[config.mk]
export PLATFORM = sky130hd
export DESIGN_NAME = command_frame_builder
export DESIGN_NICKNAME = d
export VERILOG_FILES = /design/src/hdl/cfb_pkg.sv /design/src/hdl/cfb_csum.sv /design/src/hdl/cfb_ctrl.sv /design/src/hdl/command_frame_builder.sv
export SDC_FILE = /design/constraint.sdc
export NUM_CORES = 1
export LEC_CHECK = 0
export ABC_CLOCK_PERIOD_IN_PS = 6900
export CAP_MARGIN = 40
export CORE_UTILIZATION = 60
export CTS_BUF_LIST = sky130_fd_sc_hd__clkbuf_8
export CTS_CLUSTER_DIAMETER = 100
export DETAILED_ROUTE_END_ITERATION = 16
export DONT_BUFFER_PORTS = 1
export PLACE_DENSITY_LB_ADDON = 0.08
export SLEW_MARGIN = 20
export SYNTH_ARGS = -nofsm -noshare
export SYNTH_HDL_FRONTEND = slang
export SYNTH_SLANG_ARGS = --single-unit
[constraint.sdc]
create_clock -name clk -period 6.9 [get_ports clk]
set_clock_uncertainty 0.1 [all_clocks]
set_input_delay 1.035 -clock clk [delete_from_list [all_inputs] [get_ports clk]]
set_output_delay 1.035 -clock clk [all_outputs]
set_load 0.03 [all_outputs]
[src/hdl/cfb_pkg.sv]
`timescale 1ns / 1ps

package cfb_pkg;

	localparam int DEF_MAX_PAYLOAD = 8;
	localparam int BYTE_W = 8;
	localparam int CNT_W = 4;
	localparam int IDX_W = 3;
	localparam int SEQ_W = 7;
	localparam int PAY_W = 64;

	localparam logic [BYTE_W-1:0] FRAME_START = 8'hAA;
	localparam logic [BYTE_W-1:0] FRAME_END = 8'h55;
	localparam logic [SEQ_W-1:0] SEQ_TOP = 7'd127;
	localparam logic [SEQ_W-1:0] SEQ_FIRST = 7'd1;
	localparam logic [BYTE_W-1:0] LEN_BASE = 8'd2;

	// byte source selected for the next frame byte
	localparam logic [2:0] SEL_START = 3'd0;
	localparam logic [2:0] SEL_LEN = 3'd1;
	localparam logic [2:0] SEL_SEQ = 3'd2;
	localparam logic [2:0] SEL_CMD = 3'd3;
	localparam logic [2:0] SEL_PAY = 3'd4;
	localparam logic [2:0] SEL_SUM = 3'd5;
	localparam logic [2:0] SEL_END = 3'd6;

	typedef struct packed {
		logic       accept;
		logic       emit;
		logic [2:0] sel;
		logic       acc_en;
		logic       last;
	} cfb_ctrl_t;

endpackage

[src/hdl/cfb_csum.sv]
`timescale 1ns / 1ps

module cfb_csum
	import cfb_pkg::*;
(
	input  logic              clk,
	input  logic              arst_n,
	input  logic              clr,
	input  logic              en,
	input  logic [BYTE_W-1:0] din,
	output logic [BYTE_W-1:0] sum
);

	logic [BYTE_W-1:0] sum_q;

	always_ff @(posedge clk or negedge arst_n) begin
		if (!arst_n) begin
			sum_q <= '0;
		end else if (clr) begin
			sum_q <= '0;
		end else if (en) begin
			sum_q <= sum_q ^ din;
		end
	end

	assign sum = sum_q;

endmodule

[src/hdl/cfb_ctrl.sv]
`timescale 1ns / 1ps

module cfb_ctrl
	import cfb_pkg::*;
(
	input  logic             clk,
	input  logic             arst_n,
	input  logic             in_valid,
	output logic             in_ready,
	input  logic [CNT_W-1:0] count,
	input  logic             out_free,
	output cfb_ctrl_t        ctrl
);

	localparam logic [2:0] ST_IDLE = 3'd0;
	localparam logic [2:0] ST_START = 3'd1;
	localparam logic [2:0] ST_LEN = 3'd2;
	localparam logic [2:0] ST_SEQ = 3'd3;
	localparam logic [2:0] ST_CMD = 3'd4;
	localparam logic [2:0] ST_PAY = 3'd5;
	localparam logic [2:0] ST_SUM = 3'd6;
	localparam logic [2:0] ST_END = 3'd7;

	logic [2:0]       state_q;
	logic [2:0]       state_d;
	logic [CNT_W-1:0] cnt_q;
	logic [IDX_W-1:0] idx_q;
	logic             pay_done;
	logic             emit;

	assign in_ready = (state_q == ST_IDLE);
	assign emit = (state_q != ST_IDLE) && out_free;
	assign pay_done = (({1'b0, idx_q} + 1'b1) == cnt_q);

	always_comb begin
		state_d = state_q;
		unique case (state_q)
			ST_IDLE:  if (in_valid) state_d = ST_START;
			ST_START: state_d = ST_LEN;
			ST_LEN:   state_d = ST_SEQ;
			ST_SEQ:   state_d = ST_CMD;
			ST_CMD:   state_d = (cnt_q == '0) ? ST_SUM : ST_PAY;
			ST_PAY:   if (pay_done) state_d = ST_SUM;
			ST_SUM:   state_d = ST_END;
			ST_END:   state_d = ST_IDLE;
			default:  state_d = ST_IDLE;
		endcase
	end

	always_ff @(posedge clk or negedge arst_n) begin
		if (!arst_n) begin
			state_q <= ST_IDLE;
			cnt_q <= '0;
			idx_q <= '0;
		end else if (in_ready) begin
			if (in_valid) begin
				state_q <= state_d;
				cnt_q <= count;
				idx_q <= '0;
			end
		end else if (emit) begin
			state_q <= state_d;
			if (state_q == ST_PAY) idx_q <= idx_q + 1'b1;
		end
	end

	always_comb begin
		ctrl.accept = in_ready && in_valid;
		ctrl.emit = emit;
		ctrl.sel = SEL_START;
		unique case (state_q)
			ST_IDLE:  ctrl.sel = SEL_START;
			ST_START: ctrl.sel = SEL_START;
			ST_LEN:   ctrl.sel = SEL_LEN;
			ST_SEQ:   ctrl.sel = SEL_SEQ;
			ST_CMD:   ctrl.sel = SEL_CMD;
			ST_PAY:   ctrl.sel = SEL_PAY;
			ST_SUM:   ctrl.sel = SEL_SUM;
			ST_END:   ctrl.sel = SEL_END;
			default:  ctrl.sel = SEL_START;
		endcase
		ctrl.acc_en = emit && (state_q == ST_LEN || state_q == ST_SEQ
			|| state_q == ST_CMD || state_q == ST_PAY);
		ctrl.last = (state_q == ST_END);
	end

endmodule

[src/hdl/command_frame_builder.sv]
`timescale 1ns / 1ps

// Builds one command frame per request: 0xAA, length (2 + payload count), sequence
// number, command, payload bytes, XOR checksum of length through last payload byte,
// 0x55 (tlast). Payload counts above MAX_PAYLOAD are clamped. The sequence number
// starts at 1 and wraps from 127 to 1. A request is taken only while the block is
// idle; the byte sequencer then sends one byte per cycle through the output register
// unless m_tready stalls it, and its single XOR accumulator builds the checksum.
module command_frame_builder
	import cfb_pkg::*;
#(
	parameter int MAX_PAYLOAD = DEF_MAX_PAYLOAD
) (
	input  logic        clk,
	input  logic        arst_n,
	input  logic        s_tvalid,
	output logic        s_tready,
	input  logic [79:0] s_tdata,   // command_code[7:0], payload_count[11:8], payload_bytes[75:12]
	output logic        m_tvalid,
	input  logic        m_tready,
	output logic [7:0]  m_tdata,   // frame_byte[7:0]
	output logic        m_tlast
);

	logic [BYTE_W-1:0] cmd_in;
	logic [CNT_W-1:0]  count_in;
	logic [PAY_W-1:0]  pay_in;
	logic [CNT_W-1:0]  count_sat;

	logic [BYTE_W-1:0] cmd_q;
	logic [BYTE_W-1:0] len_q;
	logic [PAY_W-1:0]  pay_q;
	logic [SEQ_W-1:0]  seq_q;

	logic              out_valid_q;
	logic [BYTE_W-1:0] out_byte_q;
	logic              out_last_q;
	logic              out_free;

	cfb_ctrl_t         ctrl;
	logic [BYTE_W-1:0] byte_d;
	logic [BYTE_W-1:0] csum;

	assign cmd_in = s_tdata[7:0];
	assign count_in = s_tdata[11:8];
	assign pay_in = s_tdata[75:12];
	assign count_sat = (count_in > CNT_W'(MAX_PAYLOAD)) ? CNT_W'(MAX_PAYLOAD) : count_in;

	assign out_free = !out_valid_q || m_tready;

	cfb_ctrl u_ctrl (
		.clk      (clk),
		.arst_n   (arst_n),
		.in_valid (s_tvalid),
		.in_ready (s_tready),
		.count    (count_sat),
		.out_free (out_free),
		.ctrl     (ctrl)
	);

	cfb_csum u_csum (
		.clk    (clk),
		.arst_n (arst_n),
		.clr    (ctrl.accept),
		.en     (ctrl.acc_en),
		.din    (byte_d),
		.sum    (csum)
	);

	always_comb begin
		byte_d = FRAME_START;
		unique case (ctrl.sel)
			SEL_START: byte_d = FRAME_START;
			SEL_LEN:   byte_d = len_q;
			SEL_SEQ:   byte_d = {1'b0, seq_q};
			SEL_CMD:   byte_d = cmd_q;
			SEL_PAY:   byte_d = pay_q[BYTE_W-1:0];
			SEL_SUM:   byte_d = csum;
			SEL_END:   byte_d = FRAME_END;
			default:   byte_d = FRAME_START;
		endcase
	end

	// request holding registers; payload shifts down one byte per payload transfer
	always_ff @(posedge clk) begin
		if (ctrl.accept) begin
			cmd_q <= cmd_in;
			len_q <= LEN_BASE + {{(BYTE_W-CNT_W){1'b0}}, count_sat};
			pay_q <= pay_in;
		end else if (ctrl.emit && ctrl.sel == SEL_PAY) begin
			pay_q <= pay_q >> BYTE_W;
		end
	end

	always_ff @(posedge clk or negedge arst_n) begin
		if (!arst_n) begin
			seq_q <= SEQ_FIRST;
		end else if (ctrl.emit && ctrl.last) begin
			seq_q <= (seq_q == SEQ_TOP || seq_q == '0) ? SEQ_FIRST : seq_q + 1'b1;
		end
	end

	always_ff @(posedge clk or negedge arst_n) begin
		if (!arst_n) begin
			out_valid_q <= 1'b0;
			out_last_q <= 1'b0;
		end else if (ctrl.emit) begin
			out_valid_q <= 1'b1;
			out_last_q <= ctrl.last;
		end else if (m_tready) begin
			out_valid_q <= 1'b0;
		end
	end

	always_ff @(posedge clk) begin
		if (ctrl.emit) out_byte_q <= byte_d;
	end

	assign m_tvalid = out_valid_q;
	assign m_tdata = out_byte_q;
	assign m_tlast = out_last_q;

endmodule
* After elaboration in Yosys (flattened, before gate mapping)
Memories as Yosys holds them, arrays and structs flattened.
Index checks and enable logic that the tools add are counted.
** Word-level totals
- Flip-flop bits (word level) :: 115
- Memory bits (read-only) :: 24
- Bits of input ports :: 84
- Output and inout bits :: 11
- Word-level logic and storage cells :: 76
- Memories :: 1
** Operators by class
- Add/subtract/negate cells :: 4
- Order comparisons :: 1
- Equality and inequality tests :: 16
- Muxes and demuxes :: 19
- Bitwise operators :: 1
- Reductions and logical operators :: 23
** Memory list
- (name not given) :: depth 8, bits a word 3, rd ports 1, clocked after memory_dff 0, wr ports 0, line cfb_ctrl.sv:71 : unique case (state_q)
** Operators with widths (number)
- 64-bit 2-to-1 mux :: 2
- 8-bit case mux with 6 select lines :: 1
- 3-bit 2-to-1 mux :: 8
- 3-bit case mux with 8 select lines :: 1
- 3-bit == test, second input constant :: 7
- 8-bit 2-to-1 mux :: 2
- 3-bit by 2-bit == test with 1-bit output, second input constant :: 4
- 2-bit nonzero test :: 5
- 8-bit XOR :: 1
- 7-bit by 1-bit adder with 7-bit output, second input constant :: 1
- 7-bit == test, second input constant :: 1
- 7-bit logical NOT :: 1
- 7-bit 2-to-1 mux :: 1
- 3-bit by 1-bit == test with 1-bit output, second input constant :: 2
- 2-bit by 4-bit adder with 5-bit output, first input constant :: 1
- 1-bit logical AND :: 5
- 1-bit logical OR :: 5
- 3-bit by 1-bit adder with 4-bit output, second input constant :: 1
- 4-bit == test :: 1
- 4-bit greater-than comparator, second input constant :: 1
- 4-bit logical NOT :: 1
- 4-bit 2-to-1 mux :: 1
- 2-bit AND reduction :: 2
- 3-bit by 1-bit adder with 3-bit output, second input constant :: 1
- 7 further kinds :: 8

* Longest topological paths before layout
- Depth in word-level cells :: 7
- Mapped depth :: 10
- Gate-level depth less buffers :: 8

* Hierarchy
Synthesis repeated with hierarchy kept, for this count alone.
** Unflattened totals
- Cells, all modules :: 375
- Area, all modules :: 5255.0 um^2
** Modules (own cells, without submodules)
- command_frame_builder :: instances 1, cells each 274, area an instance 4137.7 um^2, sequential area each 2778.9 um^2
- cfb_ctrl :: instances 1, cells each 66, area an instance 710.7 um^2, sequential area each 250.2 um^2
- cfb_csum :: instances 1, cells each 35, area an instance 406.6 um^2, sequential area each 200.2 um^2

* Worst setup path before layout
OpenSTA, ideal clock, no wires.
- Path kind :: register to register
- Start :: reg u_ctrl.state_q[0]
- End :: reg pay_q[0] (enable)
- Library setup time :: 0.574 ns
- Data arrival time :: 6.111 ns
- Data required time :: 6.226 ns
- Path slack :: 0.115 ns
- Cell stages (with the launch flop) :: 8
- Path buffers :: 1
- Period minus slack after synthesis :: 6.785 ns
- Path through :: dfrtp_1 > buf_4 > inv_1 > ha_1 > and2b_1 > nor2_1 > nand2_1 > o21ai_0
** RTL lines
- from (decl) :: line cfb_ctrl.sv:24 : logic [2:0] state_q;
- from (signal assigned) :: line cfb_ctrl.sv:57 : state_q <= state_d;
- from (signal assigned) :: line cfb_ctrl.sv:62 : state_q <= state_d;
- to (signal assigned) :: line command_frame_builder.sv:89 : pay_q <= pay_in;
- to (signal assigned) :: line command_frame_builder.sv:91 : pay_q <= pay_q >> BYTE_W;
- to (decl) :: line command_frame_builder.sv:32 : logic [PAY_W-1:0] pay_q;

* Final worst setup path
- Start :: reg u_ctrl.state_q[0]
- End :: reg pay_q[63] (enable)
** On the way
- Elaborated cells between the ends (all ways) :: 8
- Classes of those cells :: eq/ne (1); reduce/logical (6); memory (1)
** RTL lines
- 3-bit logical NOT :: line cfb_ctrl.sv:31 : assign in_ready = (state_q == ST_IDLE);
- net s_tready :: line command_frame_builder.sv:17 : output logic s_tready,
- 1-bit logical AND :: line cfb_ctrl.sv:68 : ctrl.accept = in_ready && in_valid;
- 2-bit nonzero test (no source line)
The timed path passes the listed nets, and every way through them passes these cells.
A chain may end at the register's enable or synchronous reset.

==> flow_metrics.tcl <==
set metrics [dict create \
    netlist_area_um2 5410 \
    syn_to_final_growth_pct 5.25 \
    max_freq_mhz 236 \
    yosys-top-cells-area "edfxtp_1, nand2_1, dfrtp_1, mux2i_1, o21ai_0" \
    clock_latency_ns 0.39 \
    reg2regPathDepth 7 \
    p_int_w 0.00152 \
    critPathMaxStageDelay_ns 0.84 \
    yosysSeqAreaShare_pct 59.7 \
    grt_max_degree 63 \
    grt_overflow_total 0 \
    cp_max_fo 29 \
    swShare_pct 37.7 \
    wl_um 10300 \
    r2r_setup_slack_ns 2.66 \
    vias_per_cell 5.79 \
    yosys_warnings 0 \
    place_ws_ns 2.68 \
    grt_first_pass_wirelength_um 16800 \
    critPathCaptureType "flop" \
    start_util_pct 62.0 \
    avgSynthCellArea_um2 10.5 \
    max_cap_viol_count 0 \
    rsz0062_at_grt "no" \
    p_seq_share_pct 49.2 \
    fin_ws_ns 2.66 \
    start_kind "flop" \
    die-area_um2 9390 \
    htree_levels 3 \
    clkSinkCount 112 \
    cts_max_path_buffers 2 \
    synth_largest_area_cell "edfxtp_1" \
    arrival_ns 4.19 \
    grt_pass1_vias 3502 \
    cts_made_buffers 9 \
    hp-class "in2async" \
    fp-row-count 34 \
    tightest_slew_ns 0.810 \
    slew_headroom_pct 45.8 \
    critPathSlowestCell "dfrtp_1" \
    ys_ff_latch 112 \
    floorplan.die.height_um 96.9 \
    regToRegStartpoint "u_ctrl.state_q[0]" \
    dpl.hpwl_um 7050 \
    power_frac_comb_pct 33.6 \
    r2r_end "pay_q[63]" \
    final_cell_count_no_fill 619 \
    grt_antenna_before_repair 0 \
    vias 3584 \
    synth.distinct_cells 55 \
    postCtsHoldBufs 0 \
    synth_top_area_share_pct 47.2 \
    total_power_w 0.00245 \
    worstPathCellList "inv_1, ha_1, and2b_1, nor2_1, nand2_1, o21ai_4, buf_4" \
    tns_ns 0 \
    pwr-share-clk_pct 17.3 \
    drt_iter0_markers 202 \
    drv_slew 0 \
    boundaryPins 95 \
    power_density_nw_per_um2 430 \
    hold_viol_final 0 \
    n_antenna_cell 0 \
    crit_type "reg2reg" \
    cts_root_buf "clkbuf_8" \
    portBuffers 0 \
    die_x_um 96.9 \
    drc 0 \
    period_share_pct 61.5 \
    status "completed" \
    final_nets 599 \
    track_usage_pct 23.0 \
    ant_nets 0 \
    leakage_nw 2.46 \
    min_period_ns 4.24 \
    clkSlewWorstSetupHoldPaths_ns 0.11 \
    peakVddDrop_v 0.000175 \
    core_area_um2 8720 \
    p_sw_w 0.000921 \
    required_ns 6.85 \
    placed_cells 603 \
    post_cts_buffers 0 \
    synthCells 516 \
    dr.pass1.iters 4 \
    globalplace.congestion 0.858 \
    num-fill-cells 715 \
    syn_nets 609 \
    holdWs_ns 0.223 \
    post_cts.resized_instances 0 \
    drive_gt1_share_pct 7.83 \
    cts_tree "built" \
    wl_per_cell_um 16.7 \
    setup_viol 0 \
]
## layer usage
layer / track usage (%) / wire, um
met5: 0 / 0
met2: 37.1 / 4960
met4: 6.54 / 129
met1: 30.8 / 4540
met3: 6.21 / 694
## registers in the layout, indices dropped and copies added, names as in the netlist
register        count
pay_q              64
u_csum.sum          8
seq_q               7
u_ctrl.idx_q        3
cmd_q               8
u_ctrl.cnt_q        4
u_ctrl.state_q      3
m_tdata             8
m_tvalid            1
len_q               5
m_tlast             1
## critical path, delay by kind of cell (launching register included)
family / cells / cell delay (ns)
compound gates: 1 / 0.53
fa+ha+maj: 1 / 0.35
buf+inv: 2 / 0.68
simple gates: 3 / 1.37
flops: 1 / 0.84
## Yosys cell counts (all sizes together)
master,number
nand2,189
edfxtp,85
o21ai,32
dfrtp,26
buf,16
and3,15
mux2i,15
inv,12
nor2,12
a21oi,10
clkbuf,9
ha,9
nand3,8
nand4,8
nor2b,8
nor3,6
a22o,5
and2,5
xor2,4
and4b,3
nand2b,3
xnor2,3
a211o,2
a21o,2
a2bb2oi,2
a311o,2
a31oi,2
and2b,2
and3b,2
mux2,2
nor3b,2
nor4,2
or2,2
a211oi,1
a32o,1
and4bb,1
conb,1
dfstp,1
nand3b,1
nor4b,1
o211ai,1
o221ai,1
o31ai,1
or3,1
## layout by cell type, fill, tap and decap left out, types with 3 or more instances in the layout
master / n
nand3_1: 8
edfxtp_1: 85
o21ai_1: 7
a22o_1: 5
and4b_1: 3
dfrtp_1: 26
ha_1: 9
nand2_1: 188
nor3_2: 3
nor2b_1: 8
mux2i_1: 15
xnor2_1: 3
nor2_1: 12
clkbuf_8: 9
xor2_1: 4
nand2b_1: 3
and3_1: 15
buf_4: 3
nand4_1: 8
and2_1: 3
o21ai_0: 24
nor3_1: 3
inv_1: 11
a21oi_1: 9
## per-stage QoR
step	cell area (um2)	util (%)
CTS	5690	65.3
global route	5690	65.3
global placement	5440	62.4
floorplan	5410	-
finish	5690	65.3
detailed placement	5470	62.7
## power groups by stage
stage	registers, W	logic (W)	clock network (W)
floorplan	0.00118	0.000694	0
global placement	0.00121	0.000779	0
detailed placement	0.00121	0.000820	0
CTS	0.00120	0.000822	0.000427
global route	0.00123	0.000925	0.000451
finish	0.00120	0.000821	0.000422
## cell type report
cell class / instances / area [um2] / share of cell area, %
clock inverters: 7 / 95.1 / 1.67
clock buffers: 9 / 124 / 2.18
multi-input cells: 367 / 2010 / 35.4
flip-flops and latches: 112 / 3230 / 56.8
repair buffers: 4 / 50.0 / 0.880
inverters: 12 / 45.0 / 0.792
well taps: 108 / 135 / 2.37
## cells by family after synthesis
kind of cell,count (synthesis),share of synthesized area (%)
simple gates,271,23.2
flops,112,59.7
mux,17,3.19
compound gates,62,7.24
fa+ha+maj,9,2.08
buf+inv,37,3.31
xor+xnor,7,1.13
other cells,1,0.0694
## how the worst max path moves through the flow
stage | start | to | cells past startpoint
4_1_cts | u_ctrl.state_q[0] | pay_q[56] | 7
5_1_grt | u_ctrl.state_q[0] | pay_q[56] | 7
3_3_place_gp | u_ctrl.state_q[0] | pay_q[59] | 7
2_1_floorplan | u_ctrl.state_q[0] | pay_q[0] | 7
3_5_place_dp | u_ctrl.state_q[0] | pay_q[60] | 7
6_report | u_ctrl.state_q[0] | pay_q[63] | 7
Power figures use the tool's default switching activity.
